[src/design/rmcd_pkg.sv]
// Shared widths, constants and the data record passed along the root cell chain.
package rmcd_pkg;

  localparam int unsigned ChanW    = 8;
  localparam int unsigned SqW      = 2 * ChanW;       // squared channel difference
  localparam int unsigned WeightW  = 10;              // 512+mean and 767-mean
  localparam int unsigned TermW    = 18;              // each weighted term
  localparam int unsigned SumW     = 20;              // weighted sum
  localparam int unsigned FracBits = 4;
  localparam int unsigned RadW     = SumW + 2 * FracBits;  // radicand, sum times 256
  localparam int unsigned RootW    = RadW / 2;             // 14 result bits
  localparam int unsigned RemW     = RootW + 2;
  localparam int unsigned NumCells = RootW;

  localparam logic [WeightW-1:0] RedBase   = WeightW'(512);
  localparam logic [WeightW-1:0] BlueBase  = WeightW'(767);
  localparam int unsigned        GreenShft = 2;        // weight of four

  typedef struct packed {
    logic              valid;
    logic [RemW-1:0]   rem;
    logic [RootW-1:0]  root;
    logic [RadW-1:0]   rad;
  } rmcd_cell_t;

endpackage

[src/design/redmean_colour_distance.sv]
// Top level: redmean colour distance, weighting pipeline followed by a chain of root cells.
//
//   channel   direction  handshake                 payload
//   pair      in         pair_valid / pair_stall   first_*, second_* (8 bits each)
//   dist      out        dist_valid / dist_stall   distance_q4 (14 bits, 4 fraction bits)
//
// One request is taken every cycle unless a waiting result is stalled.
// The weighted sum is formed in registered stages (differences, squares and
// weights, weighted terms, add) and one root cell per result bit finishes the
// square root; the last cell's registers are the output register.
// Reset clears only the valid bits of every stage; payloads are left as they are.
// A stall on dist while a result is waiting holds the whole pipeline and raises
// pair_stall in the same cycle; bubbles are carried through, not squeezed out.
module redmean_colour_distance import rmcd_pkg::*; (
  input  logic             clk,
  input  logic             rst,
  input  logic             pair_valid,
  output logic             pair_stall,
  input  logic [ChanW-1:0] first_red,
  input  logic [ChanW-1:0] first_green,
  input  logic [ChanW-1:0] first_blue,
  input  logic [ChanW-1:0] second_red,
  input  logic [ChanW-1:0] second_green,
  input  logic [ChanW-1:0] second_blue,
  output logic             dist_valid,
  input  logic             dist_stall,
  output logic [RootW-1:0] distance_q4
);

  logic       advance;
  rmcd_cell_t link [NumCells+1];

  // advance whenever the output register is empty or is being taken
  assign advance    = !dist_valid || !dist_stall;
  assign pair_stall = !advance;

  rmcd_front u_front (
    .clk          (clk),
    .rst          (rst),
    .en           (advance),
    .in_valid     (pair_valid),
    .first_red    (first_red),
    .first_green  (first_green),
    .first_blue   (first_blue),
    .second_red   (second_red),
    .second_green (second_green),
    .second_blue  (second_blue),
    .seed         (link[0])
  );

  // one cell per result bit, most significant first
  for (genvar i = 0; i < NumCells; i++) begin : g_cell
    rmcd_root_cell u_cell (
      .clk  (clk),
      .rst  (rst),
      .en   (advance),
      .din  (link[i]),
      .dout (link[i+1])
    );
  end

  assign dist_valid  = link[NumCells].valid;
  assign distance_q4 = link[NumCells].root;

endmodule

[src/design/rmcd_front.sv]
// Weighted squared-difference pipeline: forms the redmean sum and seeds the root chain.
module rmcd_front import rmcd_pkg::*; (
  input  logic             clk,
  input  logic             rst,
  input  logic             en,
  input  logic             in_valid,
  input  logic [ChanW-1:0] first_red,
  input  logic [ChanW-1:0] first_green,
  input  logic [ChanW-1:0] first_blue,
  input  logic [ChanW-1:0] second_red,
  input  logic [ChanW-1:0] second_green,
  input  logic [ChanW-1:0] second_blue,
  output rmcd_cell_t       seed
);

  logic [3:0]         valid;
  // stage one
  logic [ChanW-1:0]   mean, dr, dg, db;
  // stage two
  logic [SqW-1:0]     dr2, dg2, db2;
  logic [WeightW-1:0] wr, wb;
  // stage three
  logic [TermW-1:0]   red_term, green_term, blue_term;
  // stage four
  logic [SumW-1:0]    sum;

  logic [ChanW:0]             red_sum;
  logic [WeightW+SqW-1:0]     red_prod, blue_prod;

  function automatic logic [ChanW-1:0] abs_diff(input logic [ChanW-1:0] a,
                                                 input logic [ChanW-1:0] b);
    return (a >= b) ? a - b : b - a;
  endfunction

  assign red_sum   = {1'b0, first_red} + {1'b0, second_red};
  assign red_prod  = {{SqW{1'b0}}, wr} * {{WeightW{1'b0}}, dr2};
  assign blue_prod = {{SqW{1'b0}}, wb} * {{WeightW{1'b0}}, db2};

  always_ff @(posedge clk) begin
    if (rst) begin
      valid <= '0;
    end else if (en) begin
      valid <= {valid[2:0], in_valid};
    end
  end

  always_ff @(posedge clk) begin
    if (en) begin
      mean       <= red_sum[ChanW:1];
      dr         <= abs_diff(first_red, second_red);
      dg         <= abs_diff(first_green, second_green);
      db         <= abs_diff(first_blue, second_blue);

      dr2        <= {{ChanW{1'b0}}, dr} * {{ChanW{1'b0}}, dr};
      dg2        <= {{ChanW{1'b0}}, dg} * {{ChanW{1'b0}}, dg};
      db2        <= {{ChanW{1'b0}}, db} * {{ChanW{1'b0}}, db};
      wr         <= RedBase + {{(WeightW-ChanW){1'b0}}, mean};
      wb         <= BlueBase - {{(WeightW-ChanW){1'b0}}, mean};

      red_term   <= red_prod[8 +: TermW];
      blue_term  <= blue_prod[8 +: TermW];
      green_term <= {{(TermW-SqW-GreenShft){1'b0}}, dg2, {GreenShft{1'b0}}};

      sum        <= {2'b00, red_term} + {2'b00, green_term} + {2'b00, blue_term};
    end
  end

  assign seed.valid = valid[3];
  assign seed.rem   = '0;
  assign seed.root  = '0;
  assign seed.rad   = {sum, {(2 * FracBits){1'b0}}};

endmodule

[src/design/rmcd_root_cell.sv]
// One cell of the square-root chain: settles one result bit and passes the rest on.
module rmcd_root_cell import rmcd_pkg::*; (
  input  logic       clk,
  input  logic       rst,
  input  logic       en,
  input  rmcd_cell_t din,
  output rmcd_cell_t dout
);

  logic [RemW+1:0] rem_shift;
  logic [RemW+1:0] trial;
  logic            take;
  logic [RemW+1:0] rem_left;

  // bring down the next two radicand bits and try root*4+1
  assign rem_shift = {din.rem, din.rad[RadW-1 -: 2]};
  assign trial     = {2'b00, din.root, 2'b01};
  assign take      = rem_shift >= trial;
  assign rem_left  = take ? rem_shift - trial : rem_shift;

  // only the valid bit is reset; the payload just follows it
  always_ff @(posedge clk) begin
    if (rst) begin
      dout.valid <= 1'b0;
    end else if (en) begin
      dout.valid <= din.valid;
    end
    if (en) begin
      dout.rem  <= rem_left[RemW-1:0];
      dout.root <= {din.root[RootW-2:0], take};
      dout.rad  <= {din.rad[RadW-3:0], 2'b00};
    end
  end

endmodule
[config.mk]
export PLATFORM = sky130hd
export DESIGN_NAME = redmean_colour_distance
export DESIGN_NICKNAME = d
export VERILOG_FILES = /design/src/design/rmcd_pkg.sv /design/src/design/redmean_colour_distance.sv /design/src/design/rmcd_front.sv /design/src/design/rmcd_root_cell.sv
export SDC_FILE = /design/constraint.sdc
export NUM_CORES = 2
export LEC_CHECK = 0
export ABC_AREA = 1
export ABC_CLOCK_PERIOD_IN_PS = 18000
export BUFFER_PORTS_ARGS = -buffer_cell sky130_fd_sc_hd__buf_2
export CORE_UTILIZATION = 34
export DETAILED_ROUTE_END_ITERATION = 10
export GPL_TIMING_DRIVEN = 0
export SYNTH_ARGS = -nofsm -noshare
export SYNTH_HDL_FRONTEND = slang
export SYNTH_SLANG_ARGS = --single-unit
[constraint.sdc]
create_clock -name clk -period 18 [get_ports clk]
set_input_delay 1.8 -clock clk [delete_from_list [all_inputs] [get_ports clk]]
set_output_delay 1.8 -clock clk [all_outputs]
set_load 0.05 [all_outputs]
==> metrics.txt <==
boundary pin count 68; Total GRT Usage 14.1%; status finished, final reports clean; Ys Warns 0; commonest non-fill, non-tap cell in the layout nand2_1; Setup crit start u_front.wr[6]; RSZ-0062 raised after global routing no; site row count 135; main area contributors after synthesis edfxtp_1, nand2_1, fa_1, ha_1, inv_1; Synth Area in XOR/XNOR 3.54%; Post-Syn Instances 5623; largest net degree at the start of global routing 71; Startpoint Class flop; post-route non-filler standard cell count between 7000 and 8000; ys flop type edfxtp_1; gr ovfl total 0; Die Area 139000 um2; Reg area 16800 um2; initial antenna violation count 0; final wirelength 97.3 mm; placeable core area 136000 um2; setup violators final 0; area leader, netlist edfxtp_1; min cycle time layout 5.63 ns; FF-to-FF path depth 19; Initial Util 34.4%; Slew Viols, Final 0; skew final approximately 0.028 ns; worst-path maximum fanout 10; met3 usage under 10%; Port Buffers between 60 and 70; initial drt markers 1831; Slew @ Worst Pin roughly 0.89 ns; CTS tree yes; Post-Place Cells 7488; Hold Crit Class flop to flop; die height ~370 um; diode count 0; CTS Hold Bufs 0; Area Overhead vs Synth 10.6%; mux contribution to synthesized area less than 1%; CP endpoint u_front.red_term[15]; Max Root-Sink Buffers 3; chip width roughly 370 um; Reg-to-Reg End u_front.red_term[15]; Cell Area, Synth 46800 um2; Reg2Reg Setup Slack ~12 ns; # DRC 0; synthesized flop and latch total 566; clock latency on the worst-skew pair 0.63 ns; WS Path Type flop to flop; final net count 6526; layout cells sized above 1 5.71%; first-pass GRT wire length 165 mm; via/cell ratio about 4.6; simple-gate portion of the synthesized area about 22%; RePlAce Congestion 0.892; clk sink count 566; CP Capture Type flop; share of the yosys chip area belonging to registers roughly 36%; Tcrit/Tclk final 31.3%; post_cts resized 0; compound-gate portion of the synthesized area 4.58%; vias 34700; CTS buffer count 67; GRT busiest layer met2; total of max-cap violations 0; most frequent cells in the layout nand2_1, inv_1, edfxtp_1, ha_1, nor2_1; Crit path arrival time 6.02 ns; share of the synthesized area in the top cell type a little over a third; Pre-Repair DR Iteration Count 8; Distinct cells, synth 53; M2 GR Usage 25.4%; number of routed nets with antenna violations 0; vias in the first global route about 35000; met1 usage 17.6%; FMAX 178 MHz; Slew headroom 40.6%; EDFF count, synth around 550; Root Buffer clkbuf_16; H-tree Lvls 3; post-synthesis async set-or-reset flop share 0%; post-DP HPWL about 80 mm; adder-cell area share of the yosys netlist 23.0%; setup bufs post-CTS 0; final hold violation count 0; largest family of logic cells by synthesized area adder cells; critical path required time 18.39 ns; multi-input logic area 25000 um2; RR Startpoint u_front.wr[6]; syn_area_per_cell between 8 and 9 um2; fillers 13900; wire per inst 12.8 um; Reg clk slew, reported paths 0.06 ns
## routing by layer
metal  wire [um]  part of all wire, %  vias to the layer above
li1            -                    -                    17900
met5           0                    0                        -
met1       43600                   45                    16200
met4        1860                  1.9                        0
met3        3270                  3.4                      132
met2       48600                   50                      491
## critical path, cell delays in order, from the launching register on
cell and delay (ns):
edfxtp_1 0.61, clkbuf_1 0.57, nand2_1 0.17, fa_1 0.55, inv_1 0.05, fa_1 0.47, fa_1 0.52, fa_1 0.57
inv_1 0.07, fa_1 0.53, inv_1 0.04, ha_1 0.36, nand2_1 0.08, nand2_1 0.08, a21oi_1 0.29, nand2_1 0.10
nand2_1 0.12, nand3_1 0.09, nand2_1 0.06, nand2_1 0.05
## worst min-delay path by stage
stage / from / to / slack, ns / cells after the start
after floorplan: u_front.sum[0] / g_cell[0].u_cell.dout[10] / 0.40 / 0
after global placement: g_cell[1].u_cell.dout[22] / g_cell[2].u_cell.dout[24] / 0.40 / 0
after detailed placement: u_front.sum[8] / g_cell[0].u_cell.dout[18] / 0.40 / 0
after CTS: g_cell[2].u_cell.dout[24] / g_cell[3].u_cell.dout[26] / 0.38 / 0
after global routing: g_cell[1].u_cell.dout[24] / g_cell[2].u_cell.dout[26] / 0.40 / 0
final: g_cell[2].u_cell.dout[24] / g_cell[3].u_cell.dout[26] / 0.39 / 0
## flip-flops by register name, indices dropped and copies added, names as in the netlist
register	cells
g_cell.u_cell.dout	398
u_front.dr	8
u_front.valid	4
u_front.db	8
u_front.dg	8
u_front.wb	8
u_front.sum	20
u_front.mean	8
u_front.db2	15
u_front.blue_term	18
u_front.dg2	15
u_front.green_term	15
u_front.red_term	18
u_front.wr	8
u_front.dr2	15
## final cells by class
cell class / instances / area share, %
Buffer: 103 / 1.03
Clock buffer: 79 / 3.37
Clock inverter: 43 / 0.733
Inverter: 1191 / 8.64
Multi-Input combinational cell: 3773 / 48.4
Sequential cell: 566 / 32.5
Tap cell: 1781 / 4.31
Timing Repair Buffer: 74 / 1.06
## kinds of logic (layout without fill, tap and decap cells)
group           Yosys count  in the layout
fa+ha+maj               698            698
other cells               2             12
compound gates          392            392
xor+xnor                189            189
simple gates           2479           2479
mux                       3              3
flops                   566            566
buf+inv                1294           1490
## metrics by stage
stage	instance area [um2]	TNS (ns)	utilization [%]	hold slack, ns	setup WS [ns]
2_1_floorplan	46800	0	-	0.400	0.0236
4_1_cts	51700	0	38.1	0.382	12.36
3_3_place_gp	49400	-3490.60	36.3	0.401	-6.42
6_report	51700	0	38.1	0.390	12.37
5_1_grt	51700	0	38.1	0.397	12.09
3_5_place_dp	49600	0	36.5	0.405	12.38
## cells in the mapped netlist (13+ instances only)
master	count
nor3_1	44
o21bai_1	13
edfxtp_1	548
inv_1	1180
xnor2_1	48
fa_1	269
nor2_1	328
nand3b_1	15
nand3_1	302
ha_1	429
xor2_1	141
nor2_2	13
o21ai_0	90
clkbuf_1	66
a21oi_2	17
nand2_2	24
a21oi_1	232
nand2_1	1623
nand4_1	62
dfxtp_1	18
Power is left out: the tool's default activity adds up to more than one toggle a clock period on the data nets, which glitch-free logic cannot reach.
